$ cat src/rtl/double_ended_queue_unit_macros.svh
// assertion helpers for the deque unit
`ifndef DOUBLE_ENDED_QUEUE_UNIT_MACROS_SVH
`define DOUBLE_ENDED_QUEUE_UNIT_MACROS_SVH

// condition must hold in the same cycle
`define DEQ_ASSERT_SAME(lbl, clk, rstn, ante, cons, msg) \
    lbl: assert property (@(posedge clk) disable iff (!(rstn)) (ante) |-> (cons)) \
        else $error(msg);

// condition must hold in the next cycle
`define DEQ_ASSERT_NEXT(lbl, clk, rstn, ante, cons, msg) \
    lbl: assert property (@(posedge clk) disable iff (!(rstn)) (ante) |=> (cons)) \
        else $error(msg);

`endif

$ cat src/rtl/deq_pkg.sv
package deq_pkg;

    localparam int KIND_W   = 3;
    localparam int DATA_W   = 32;
    localparam int STATUS_W = 2;

    typedef logic [KIND_W-1:0]          kind_t;
    typedef logic signed [DATA_W-1:0]   data_t;
    typedef logic [STATUS_W-1:0]        status_t;

    // command kinds
    localparam kind_t KIND_PUSH_HEAD = 3'd0;
    localparam kind_t KIND_PUSH_TAIL = 3'd1;
    localparam kind_t KIND_POP_HEAD  = 3'd2;
    localparam kind_t KIND_POP_TAIL  = 3'd3;
    localparam kind_t KIND_PEEK_HEAD = 3'd4;
    localparam kind_t KIND_PEEK_TAIL = 3'd5;
    localparam kind_t KIND_CONTAINS  = 3'd6;

    // result status codes
    localparam status_t STATUS_OK    = 2'd0;
    localparam status_t STATUS_EMPTY = 2'd1;
    localparam status_t STATUS_FULL  = 2'd2;

endpackage

$ cat src/rtl/deq_ram.sv
module deq_ram #(
    parameter int WIDTH = 32,
    parameter int DEPTH = 16
) (
    input  logic                     aclk,
    input  logic                     wr_en,
    input  logic [$clog2(DEPTH)-1:0] wr_addr,
    input  logic [WIDTH-1:0]         wr_data,
    input  logic                     rd_en,
    input  logic [$clog2(DEPTH)-1:0] rd_addr,
    output logic [WIDTH-1:0]         rd_data
);

    logic [WIDTH-1:0] mem [DEPTH];
    logic [WIDTH-1:0] rd_data_reg;

    always_ff @(posedge aclk) begin
        if (wr_en) begin
            mem[wr_addr] <= wr_data;
        end
        if (rd_en) begin
            rd_data_reg <= mem[rd_addr];
        end
    end

    assign rd_data = rd_data_reg;

endmodule

$ cat src/rtl/double_ended_queue_unit.sv
// Bounded double-ended queue of signed 32-bit words. The words sit in a
// circular store of DEPTH entries (one synchronous RAM, one write and one
// read port, registered read data); a head pointer and an occupancy count
// in flip-flops locate them. Each command transaction on the s_ channel
// (push head/tail, pop head/tail, peek head/tail, contains) yields exactly
// one result transaction on the m_ channel carrying data, status (ok, empty,
// full) and a found flag. Commands are handled one at a time. Pushes,
// failed pops/peeks, empty contains and unknown kinds go straight to the
// result stage; successful pops and peeks first wait for one RAM read;
// contains reads the held words from the head, up to and including the
// first match (at most the occupancy, so at most DEPTH words). The
// contains scan is paced by the single RAM read port, one entry per cycle.
// The result sits in an output register, so the block accepts the next
// command while an earlier result still waits. The store needs no clearing
// after reset: only held entries are read, and each was written by a push.
// Reset is synchronous and active low.
`include "double_ended_queue_unit_macros.svh"

module double_ended_queue_unit #(
    parameter int DEPTH = 16
) (
    input  logic                  aclk,
    input  logic                  aresetn,

    input  logic                  s_valid,
    output logic                  s_ready,
    input  deq_pkg::kind_t        s_kind,
    input  deq_pkg::data_t        s_value,

    output logic                  m_valid,
    input  logic                  m_ready,
    output deq_pkg::data_t        m_data,
    output deq_pkg::status_t      m_status,
    output logic                  m_found
);

    // widths derived from the depth
    localparam int IDX_W = $clog2(DEPTH);
    localparam int CNT_W = $clog2(DEPTH + 1);
    localparam int SUM_W = CNT_W + 1;

    localparam logic [IDX_W-1:0] LAST_IDX  = IDX_W'(DEPTH - 1);
    localparam logic [CNT_W-1:0] DEPTH_CNT = CNT_W'(DEPTH);
    localparam logic [SUM_W-1:0] DEPTH_SUM = SUM_W'(DEPTH);

    // sequencer states
    localparam logic [1:0] ST_IDLE  = 2'd0;  // waiting for a command
    localparam logic [1:0] ST_RDATA = 2'd1;  // pop or peek read in flight
    localparam logic [1:0] ST_SCAN  = 2'd2;  // contains walking the store
    localparam logic [1:0] ST_OUT   = 2'd3;  // result waiting for output reg

    logic [1:0]         state_reg,     state_next;
    logic [IDX_W-1:0]   head_reg,      head_next;
    logic [CNT_W-1:0]   occ_reg,       occ_next;
    logic [IDX_W-1:0]   scan_addr_reg, scan_addr_next;
    logic [CNT_W-1:0]   scan_cnt_reg,  scan_cnt_next;
    deq_pkg::data_t     value_reg,     value_next;
    deq_pkg::data_t     res_data_reg,  res_data_next;
    deq_pkg::status_t   res_status_reg, res_status_next;
    logic               res_found_reg, res_found_next;
    logic               m_valid_reg,   m_valid_next;
    deq_pkg::data_t     m_data_reg,    m_data_next;
    deq_pkg::status_t   m_status_reg,  m_status_next;
    logic               m_found_reg,   m_found_next;

    // store port signals
    logic                       wr_en;
    logic [IDX_W-1:0]           wr_addr;
    logic [deq_pkg::DATA_W-1:0] wr_data;
    logic                       rd_en;
    logic [IDX_W-1:0]           rd_addr;
    logic [deq_pkg::DATA_W-1:0] rd_data;

    // pointer arithmetic, all modulo DEPTH
    logic [SUM_W-1:0]   tail_sum;
    logic [SUM_W-1:0]   last_sum;
    logic [IDX_W-1:0]   tail_push_idx;
    logic [IDX_W-1:0]   tail_last_idx;
    logic [IDX_W-1:0]   head_dec;
    logic [IDX_W-1:0]   head_inc;
    logic [IDX_W-1:0]   scan_inc;
    logic               is_full;
    logic               is_empty;
    logic               s_accept;
    logic               out_free;
    logic               full_push;
    logic               scanning;

    deq_ram #(
        .WIDTH (deq_pkg::DATA_W),
        .DEPTH (DEPTH)
    ) u_store (
        .aclk    (aclk),
        .wr_en   (wr_en),
        .wr_addr (wr_addr),
        .wr_data (wr_data),
        .rd_en   (rd_en),
        .rd_addr (rd_addr),
        .rd_data (rd_data)
    );

    // slot just past the tail, and the tail slot itself
    assign tail_sum      = SUM_W'(head_reg) + SUM_W'(occ_reg);
    assign last_sum      = tail_sum - SUM_W'(1);
    assign tail_push_idx = (tail_sum >= DEPTH_SUM) ? IDX_W'(tail_sum - DEPTH_SUM)
                                                   : IDX_W'(tail_sum);
    assign tail_last_idx = (last_sum >= DEPTH_SUM) ? IDX_W'(last_sum - DEPTH_SUM)
                                                   : IDX_W'(last_sum);
    assign head_dec = (head_reg == '0)       ? LAST_IDX : head_reg - IDX_W'(1);
    assign head_inc = (head_reg == LAST_IDX) ? '0       : head_reg + IDX_W'(1);
    assign scan_inc = (scan_addr_reg == LAST_IDX) ? '0 : scan_addr_reg + IDX_W'(1);

    assign is_full  = (occ_reg == DEPTH_CNT);
    assign is_empty = (occ_reg == '0);

    // push taken while the store is full, and the contains walk in progress
    assign full_push = s_accept && is_full &&
                       (s_kind == deq_pkg::KIND_PUSH_HEAD || s_kind == deq_pkg::KIND_PUSH_TAIL);
    assign scanning  = (state_reg == ST_SCAN);

    // commands are taken only between transactions; results leave through
    // the output register so a waiting result does not block the next one
    assign s_ready  = (state_reg == ST_IDLE);
    assign s_accept = s_valid && s_ready;
    assign out_free = !m_valid_reg || m_ready;

    always_comb begin
        state_next      = state_reg;
        head_next       = head_reg;
        occ_next        = occ_reg;
        scan_addr_next  = scan_addr_reg;
        scan_cnt_next   = scan_cnt_reg;
        value_next      = value_reg;
        res_data_next   = res_data_reg;
        res_status_next = res_status_reg;
        res_found_next  = res_found_reg;
        m_valid_next    = m_valid_reg;
        m_data_next     = m_data_reg;
        m_status_next   = m_status_reg;
        m_found_next    = m_found_reg;
        wr_en           = 1'b0;
        wr_addr         = head_reg;
        wr_data         = s_value;
        rd_en           = 1'b0;
        rd_addr         = head_reg;

        // result taken by the sink
        if (m_valid_reg && m_ready) begin
            m_valid_next = 1'b0;
        end

        case (state_reg)
            ST_IDLE: begin
                if (s_accept) begin
                    value_next      = s_value;
                    res_data_next   = '0;
                    res_status_next = deq_pkg::STATUS_OK;
                    res_found_next  = 1'b0;
                    state_next      = ST_OUT;
                    case (s_kind)
                        deq_pkg::KIND_PUSH_HEAD: begin
                            if (is_full) begin
                                res_status_next = deq_pkg::STATUS_FULL;
                            end else begin
                                wr_en     = 1'b1;
                                wr_addr   = head_dec;
                                head_next = head_dec;
                                occ_next  = occ_reg + CNT_W'(1);
                            end
                        end
                        deq_pkg::KIND_PUSH_TAIL: begin
                            if (is_full) begin
                                res_status_next = deq_pkg::STATUS_FULL;
                            end else begin
                                wr_en    = 1'b1;
                                wr_addr  = tail_push_idx;
                                occ_next = occ_reg + CNT_W'(1);
                            end
                        end
                        deq_pkg::KIND_POP_HEAD, deq_pkg::KIND_PEEK_HEAD: begin
                            if (is_empty) begin
                                res_status_next = deq_pkg::STATUS_EMPTY;
                            end else begin
                                rd_en      = 1'b1;
                                rd_addr    = head_reg;
                                state_next = ST_RDATA;
                                if (s_kind == deq_pkg::KIND_POP_HEAD) begin
                                    head_next = head_inc;
                                    occ_next  = occ_reg - CNT_W'(1);
                                end
                            end
                        end
                        deq_pkg::KIND_POP_TAIL, deq_pkg::KIND_PEEK_TAIL: begin
                            if (is_empty) begin
                                res_status_next = deq_pkg::STATUS_EMPTY;
                            end else begin
                                rd_en      = 1'b1;
                                rd_addr    = tail_last_idx;
                                state_next = ST_RDATA;
                                if (s_kind == deq_pkg::KIND_POP_TAIL) begin
                                    occ_next = occ_reg - CNT_W'(1);
                                end
                            end
                        end
                        deq_pkg::KIND_CONTAINS: begin
                            // start the walk at the head word
                            if (!is_empty) begin
                                rd_en          = 1'b1;
                                rd_addr        = head_reg;
                                scan_addr_next = head_reg;
                                scan_cnt_next  = '0;
                                state_next     = ST_SCAN;
                            end
                        end
                        default: begin
                            // unknown kind: plain ok result
                        end
                    endcase
                end
            end
            ST_RDATA: begin
                res_data_next = deq_pkg::data_t'(rd_data);
                state_next    = ST_OUT;
            end
            ST_SCAN: begin
                // rd_data holds entry number scan_cnt_reg counted from the head
                if (rd_data == value_reg) begin
                    res_found_next = 1'b1;
                    state_next     = ST_OUT;
                end else if (scan_cnt_reg == occ_reg - CNT_W'(1)) begin
                    state_next = ST_OUT;
                end else begin
                    rd_en          = 1'b1;
                    rd_addr        = scan_inc;
                    scan_addr_next = scan_inc;
                    scan_cnt_next  = scan_cnt_reg + CNT_W'(1);
                end
            end
            ST_OUT: begin
                if (out_free) begin
                    m_valid_next  = 1'b1;
                    m_data_next   = res_data_reg;
                    m_status_next = res_status_reg;
                    m_found_next  = res_found_reg;
                    state_next    = ST_IDLE;
                end
            end
            default: begin
                state_next = ST_IDLE;
            end
        endcase
    end

    // control state
    always_ff @(posedge aclk) begin
        if (!aresetn) begin
            state_reg   <= ST_IDLE;
            head_reg    <= '0;
            occ_reg     <= '0;
            m_valid_reg <= 1'b0;
        end else begin
            state_reg   <= state_next;
            head_reg    <= head_next;
            occ_reg     <= occ_next;
            m_valid_reg <= m_valid_next;
        end
    end

    // payload, no reset needed
    always_ff @(posedge aclk) begin
        scan_addr_reg  <= scan_addr_next;
        scan_cnt_reg   <= scan_cnt_next;
        value_reg      <= value_next;
        res_data_reg   <= res_data_next;
        res_status_reg <= res_status_next;
        res_found_reg  <= res_found_next;
        m_data_reg     <= m_data_next;
        m_status_reg   <= m_status_next;
        m_found_reg    <= m_found_next;
    end

    assign m_valid  = m_valid_reg;
    assign m_data   = m_data_reg;
    assign m_status = m_status_reg;
    assign m_found  = m_found_reg;

    // occupancy never exceeds the store
    `DEQ_ASSERT_SAME(a_occ_bound, aclk, aresetn, 1'b1, occ_reg <= DEPTH_CNT, "occupancy overrun")
    // head pointer stays inside the store
    `DEQ_ASSERT_SAME(a_head_bound, aclk, aresetn, 1'b1, head_reg <= LAST_IDX, "head out of range")
    // a push on a full queue leaves the occupancy alone
    `DEQ_ASSERT_NEXT(a_full_push, aclk, aresetn, full_push, $stable(occ_reg), "full push moved occupancy")
    // the contains walk never passes the held words
    `DEQ_ASSERT_SAME(a_scan_bound, aclk, aresetn, scanning, scan_cnt_reg < occ_reg, "scan past tail")

endmodule
$ cat config.mk
export PLATFORM = sky130hd
export DESIGN_NAME = double_ended_queue_unit
export DESIGN_NICKNAME = d
export VERILOG_FILES = /design/src/rtl/deq_pkg.sv /design/src/rtl/deq_ram.sv /design/src/rtl/double_ended_queue_unit.sv
export VERILOG_INCLUDE_DIRS = /design/src /design/src/rtl
export SDC_FILE = /design/constraint.sdc
export NUM_CORES = 1
export LEC_CHECK = 0
export BUFFER_PORTS_ARGS = -buffer_cell sky130_fd_sc_hd__buf_2
export CAP_MARGIN = 20
export CORE_ASPECT_RATIO = 0.5
export CORE_UTILIZATION = 67
export DETAILED_ROUTE_END_ITERATION = 7
export PLACE_DENSITY = 0.85
export SETUP_SLACK_MARGIN = 0.4
export SKIP_LAST_GASP = 1
export SLEW_MARGIN = 30
export SYNTH_ARGS = -nofsm -noshare
export SYNTH_HDL_FRONTEND = slang
export SYNTH_SLANG_ARGS = --single-unit
export TNS_END_PERCENT = 5
$ cat constraint.sdc
create_clock -name aclk -period 7.8 [get_ports aclk]
set_input_delay 1.56 -clock aclk [delete_from_list [all_inputs] [get_ports aclk]]
set_output_delay 1.56 -clock aclk [all_outputs]
set_load 0.01 [all_outputs]
Word-level counts from Yosys, hierarchy flattened
Memories as Yosys holds them, arrays and structs flattened. A register that Yosys moved wholly into a read port is not among the register bits.
Cells that the tools add are included.
{ "classes": {"addsub": 10, "magnitude_cmp": 2, "eq_ne": 27, "mux": 68, "n_reduce_logical": 25} }
{ "ops": {"columns": ["cell", "n"], "rows": [
  ["$mux W4", 21],
  ["$pmux W32 S2", 1],
  ["$mux W5", 10],
  ["$eq A32 B32 Y1", 1],
  ["$mux W32", 1],
  ["$pmux W4 S2", 4],
  ["$mux W1", 18],
  ["$ne A2 B2 Y1 const B", 9],
  ["$pmux W5 S3", 1],
  ["$ge A6 B5 Y1 const B", 2],
  ["$mux W2", 6],
  ["$sub A4 B1 Y4 const B", 3],
  ["$add A5 B1 Y5 const B", 2],
  ["$pmux W5 S2", 1],
  ["$eq A3 B3 Y1 const B", 3],
  ["$add A4 B1 Y4 const B", 2],
  ["$eq A4 B4 Y1 const B", 2],
  ["$pmux W2 S2", 2],
  ["$pmux W2 S4", 1],
  ["$reduce_and A8 Y1", 1],
  ["$add A4 B5 Y6", 1],
  ["$eq A3 B2 Y1 const B", 2],
  ["$ne A2 B1 Y1 const B", 3],
  ["$reduce_and A2 Y1", 3],
  ["24 further kinds", 32]
]} }
{ "word_totals": {"register_bits": 123, "mem_bits_rw": 512, "inputBits": 39, "output_inout_bits": 37, "n_memories": 1} }
{ "memory_table": {"columns": ["memory", "words", "width", "rd", "rd_clocked_by_memory_dff", "wr", "line", "text"], "rows": [
  ["u_store.mem", 16, 32, 1, 1, 1, "deq_ram.sv:14", "logic [WIDTH-1:0] mem [DEPTH];"]
]} }

Logic depth before layout (Yosys ltp)
{ "logic_depth": {"depth_word": 8, "ltp_mapped": 14} }

Cells and area by module
From an unflattened synthesis, not the netlist that was laid out.
{ "unflattened": {"cells_unflattened": 1254, "hier_area_um2": 25692.1} }
{ "modules_own_cells": {"columns": ["module", "n_inst", "cells_per_inst", "area_per_inst_um2", "seq_area_each_um2"], "rows": [
  ["deq_ram", 1, 838, 20155.6, 16335.7],
  ["double_ended_queue_unit", 1, 416, 5536.6, 3573.4]
]} }

Worst setup path before layout
OpenSTA, ideal clock, no wires.
{ "synth_timing": {"path_type": "input to register", "from": "in s_kind[0]", "to": "reg u_store.rd_data_reg[0] (netlist: u_store.rd_data[0]), read port of u_store.mem, enable pin", "arrival_ns": 4.309, "path_slack_ns": 3.021, "path_stages": 4, "cell_sequence": "clkbuf_1 nand3_1 o21ai_0 o31ai_1"} }
{ "synth_between": {"elab_chain_len": 5} }
{ "synth_rtl": {"columns": ["element", "line", "text"], "rows": [
  ["from (decl)", "double_ended_queue_unit.sv:27", "input deq_pkg::kind_t s_kind,"],
  ["$eq A3 B2 Y1 / $eq A3 B3 Y1 (equally long branches)", "double_ended_queue_unit.sv:160", "case (s_kind)"],
  ["$reduce_or A5 Y1 (no source line) *", null, null],
  ["$mux W1 *", null, null],
  ["$mux W1 *", "double_ended_queue_unit.sv:154", "if (s_accept) begin"],
  ["$pmux W1 S2 *", "double_ended_queue_unit.sv:152", "case (state_reg)"],
  ["via rd_en", "double_ended_queue_unit.sv:70", "logic rd_en;"],
  ["to (decl)", "deq_ram.sv:15", "logic [WIDTH-1:0] rd_data_reg;"]
]} }
The timed path passes the listed nets; every way through them passes the cells marked *.
A chain may end at the register's enable or synchronous reset.

Worst setup path after layout
{ "layout_timing": {"from": "reg state_reg[0]", "to": "reg u_store.rd_data_reg[13] (netlist: u_store.rd_data[13]), read port of u_store.mem, data pin"} }
{ "layout_between": {"elab_chain_len": 4} }
{ "layout_rtl": {"columns": ["element", "line", "text"], "rows": [
  ["from (decl)", "double_ended_queue_unit.sv:52", "logic [1:0] state_reg, state_next;"],
  ["from (signal assigned)", "double_ended_queue_unit.sv:262", "state_reg <= state_next;"],
  ["$logic_not A2 Y1", "double_ended_queue_unit.sv:123, double_ended_queue_unit.sv:152", null],
  ["$logic_and A1 B1 Y1", "double_ended_queue_unit.sv:124", "assign s_accept = s_valid && s_ready;"],
  ["$mux W4 / $mux W1 (equally long branches)", "double_ended_queue_unit.sv:154", null],
  ["$pmux W4 S2 / $pmux W1 S2 (equally long branches)", "double_ended_queue_unit.sv:152", null]
]} }
Several ways; a longest one is shown, not always the timed one.

==> flow_summary.yaml <==
outcome:
  status: "complete, no violations"
grt:
  grt_pass1_vias: 14450
  antenna_found_initial: 1
  grt_usage: 0.320
  grt_pass1_wl_mm: 90.4
  grt_overflow: 0
  grt_max_degree: 101
floorplanning:
  die_y_um: 142
  ios: 76
  die-area_mm2: 0.0400
  core_area_mm2: 0.0380
  start_util: 0.691
  rows: 50
  dieWidth_um: 282
clock_tree:
  cts_setup_buffers: 0
  clk_latency_ns: 0.60
  path_clk_slew_ns: 0.07
  cts-resized-gates: 0
  htreeDepth: 2
  clk_path_buf_depth: 3
  cts_buffers: 54
  cts.sinks: 667
  postCtsHoldBufs: 0
  clock-root-buffer: "clkbuf_16"
  cts_tree: "done"
layout:
  top_register: "u_store.mem"
  layout-drive-gt1-share: 0.177
  largest_reg_flops: 512
  area_growth_pct: 10.2
  nets: 1612
  layout_commonest_cell: "edfxtp_1"
  mostFrequentLayoutCells: "edfxtp_1 (655), mux2i_1 (197), o22ai_1 (98)"
worst_setup_path:
  reg2reg_depth: 12
  reg2reg_from: "state_reg[0]$_SDFFE_PN0P_"
  cp-end-kind: "flip-flop"
  critPathBufInv: 2
  timing.rr.end: "u_store.rd_data[13]$_DFFE_PP_"
  crit_family: "simple AND/OR/NAND/NOR gates"
  path_class: "flip-flop to flip-flop"
  critPathLaunchType: "flip-flop"
  crit_required_ns: 8.13
  arrival_ns: 5.56
  critPathMaxFanout: 18
  critical-path-max-stage-delay_ns: 0.78
  crit_cells: 12
  cp_slowest_cell: "or4b_1"
  ff2ff_setup_slack_ns: 2.58
  crit_chain: "inv_1 -> ha_1 -> nand2_1 -> or4b_1 -> nor2_2 -> a31oi_2 -> a21oi_2 -> a2bb2oi_4 -> or3_1 -> buf_4 -> o22ai_1 -> or4_1"
placement:
  gp_congestion: 0.890
  dpl.hpwl_mm: 32.2
  dp_slack_ns: 2.10
  port_buffers: 75
sta:
  fin_crit_ns: 5.22
  setup_violations: 0
  fin_skew_ns: 0.0215
  fin_crit_sh: 0.669
  rsz0062_at_grt: "false"
  fin_ws_ns: 2.58
  drv_slew: 0
  hold_viol: 0
  slew_headroom: 0.383
  fin_hold_ws_ns: 0.422
  max_slew.worst_pin.slew_ns: 0.925
  tns_ns: 0
  fmaxAchievable_ghz: 0.192
run:
  maxCapViolCount: 0
route:
  drc: 0
  first_pass_iters: 6
  wirelength_mm: 63.2
  ant_nets: 0
  drtIter0Drc: 2182
  drt-vias-per-instance: 6.84
  vias: 14483
  drt-wirelength-per-cell_um: 29.9
power_and_ir_drop:
  p_comb_frac: 0.267
  p_leak_nw: 10.5
  switching_share: 0.308
  power-per-cell-area_mw_per_mm2: 339
  internal_power_mw: 6.79
  power_mw: 9.81
  p_sw_mw: 3.02
  peakVddDrop_v: 0.000246
  pwr-share-seq: 0.469
  clkPwrFrac: 0.263
synth:
  postSynthAreaPerCell_um2: 17.9
  ys_seq_area_frac: 0.759
  synth.cell_area_mm2: 0.0262
  ys_seq_elements: 667
  netlist-cell-type-count: 64
  async_reset_ff_frac: 0
  netlist_instances: 1466
  synthesis.nets: 1521
  ys.flop_type: "edfxtp_1"
  yosys_warnings: 0
  synth-edff-count: 655
hold_path:
  worstHoldPathType: "flip-flop to flip-flop"
  hold_path_depth: 0
  hold-path-endpoint: "m_data[8]$_DFFE_PP_"
  hp-start: "res_data_reg[8]$_SDFFCE_PN0P_"
## power by group through the flow
stage	clock, mW	sequential [mW]	combinational, mW
2_1_floorplan	0	4.62	1.81
4_1_cts	2.59	4.60	2.57
5_1_grt	2.72	4.62	2.74
6_report	2.58	4.60	2.62
3_3_place_gp	0	4.65	2.42
3_5_place_dp	0	4.66	2.53
## final cells by class
cell class,instances,area (um^2)
Clock inverter,26,201
Fill cell,1939,9060
Inverter,16,60.1
Sequential cell,667,19900
Clock buffer,69,1410
Antenna cell,1,2.50
Tap cell,520,651
Timing Repair Buffer,108,648
Multi-Input combinational cell,710,6030
## worst register-to-register path: cells and delay by family, from the launching register on
family | cells | cell delay [ns]
DFF | 1 | 0.35
adders and majority gates | 1 | 0.56
AOI/OAI and AO/OA | 4 | 0.76
and+or+nand+nor | 5 | 2.71
buffers and inverters | 2 | 0.57
## logic make-up (layout without fill, tap and decap cells)
logic type	count (synthesis)	after routing	synth area share
compound gates	195	195	0.0522
xor+xnor	54	54	0.0180
fa+ha+maj	16	16	0.00791
buf+inv	89	219	0.0194
flops	667	667	0.759
mux	263	263	0.103
other cells	0	1	0
simple gates	182	182	0.0406
## cell usage after synthesis (2+ instances only)
cell	count	area share
buf_2	16	0.0031
mux2i_1	197	0.075
nand2_1	18	0.0026
xnor2_1	49	0.016
nor2b_1	4	0.00095
mux2_2	66	0.028
a21boi_0	3	0.00086
a21o_1	2	0.00057
xor2_1	5	0.0017
and2_1	36	0.0086
or2_2	2	0.00048
a211oi_1	2	0.00057
buf_6	5	0.0021
o22ai_1	98	0.023
nand2b_1	5	0.0012
clkbuf_1	21	0.0030
ha_1	15	0.0072
and3_1	3	0.00072
edfxtp_1	655	0.75
o21ai_0	16	0.0031
o21bai_1	2	0.00057
a22o_1	32	0.011
a21oi_1	15	0.0029
or3_1	3	0.00072
a31oi_2	2	0.00095
nand4_1	10	0.0024
nand3_1	17	0.0032
nor3_1	6	0.0011
or4_1	32	0.0092
buf_4	31	0.0089
inv_1	15	0.0021
a31oi_1	4	0.00095
a22oi_1	2	0.00057
nor2_1	32	0.0046
dfxtp_1	12	0.0092
nor4_1	5	0.0012
## through the flow
step,std cells,utilization,instance area [um^2]
final,2117,0.761,28900
after global routing,2117,0.761,28900
after global placement,2021,0.719,27300
after detailed placement,2021,0.719,27300
after CTS,2116,0.761,28900
after floorplan,1466,-,26200
## metal layers
| metal | global-route usage | part of all wire |
|---|---|---|
| met5 | 0 | 0 |
| met4 | 0.127 | 0.032 |
| met1 | 0.427 | 0.36 |
| met2 | 0.514 | 0.48 |
| met3 | 0.0799 | 0.13 |
## how the worst max path moves through the flow
stage	slack [ns]	startpoint	endpoint
2_1_floorplan	3.02	s_kind[0]	u_store.rd_data[0]$_DFFE_PP_
3_3_place_gp	2.24	s_kind[1]	u_store.rd_data[30]$_DFFE_PP_
3_5_place_dp	2.10	s_kind[1]	u_store.rd_data[30]$_DFFE_PP_
4_1_cts	2.70	s_kind[1]	u_store.rd_data[13]$_DFFE_PP_
5_1_grt	2.40	state_reg[0]$_SDFFE_PN0P_	u_store.rd_data[30]$_DFFE_PP_
6_report	2.58	state_reg[0]$_SDFFE_PN0P_	u_store.rd_data[13]$_DFFE_PP_
Power figures use the tool's default switching activity.
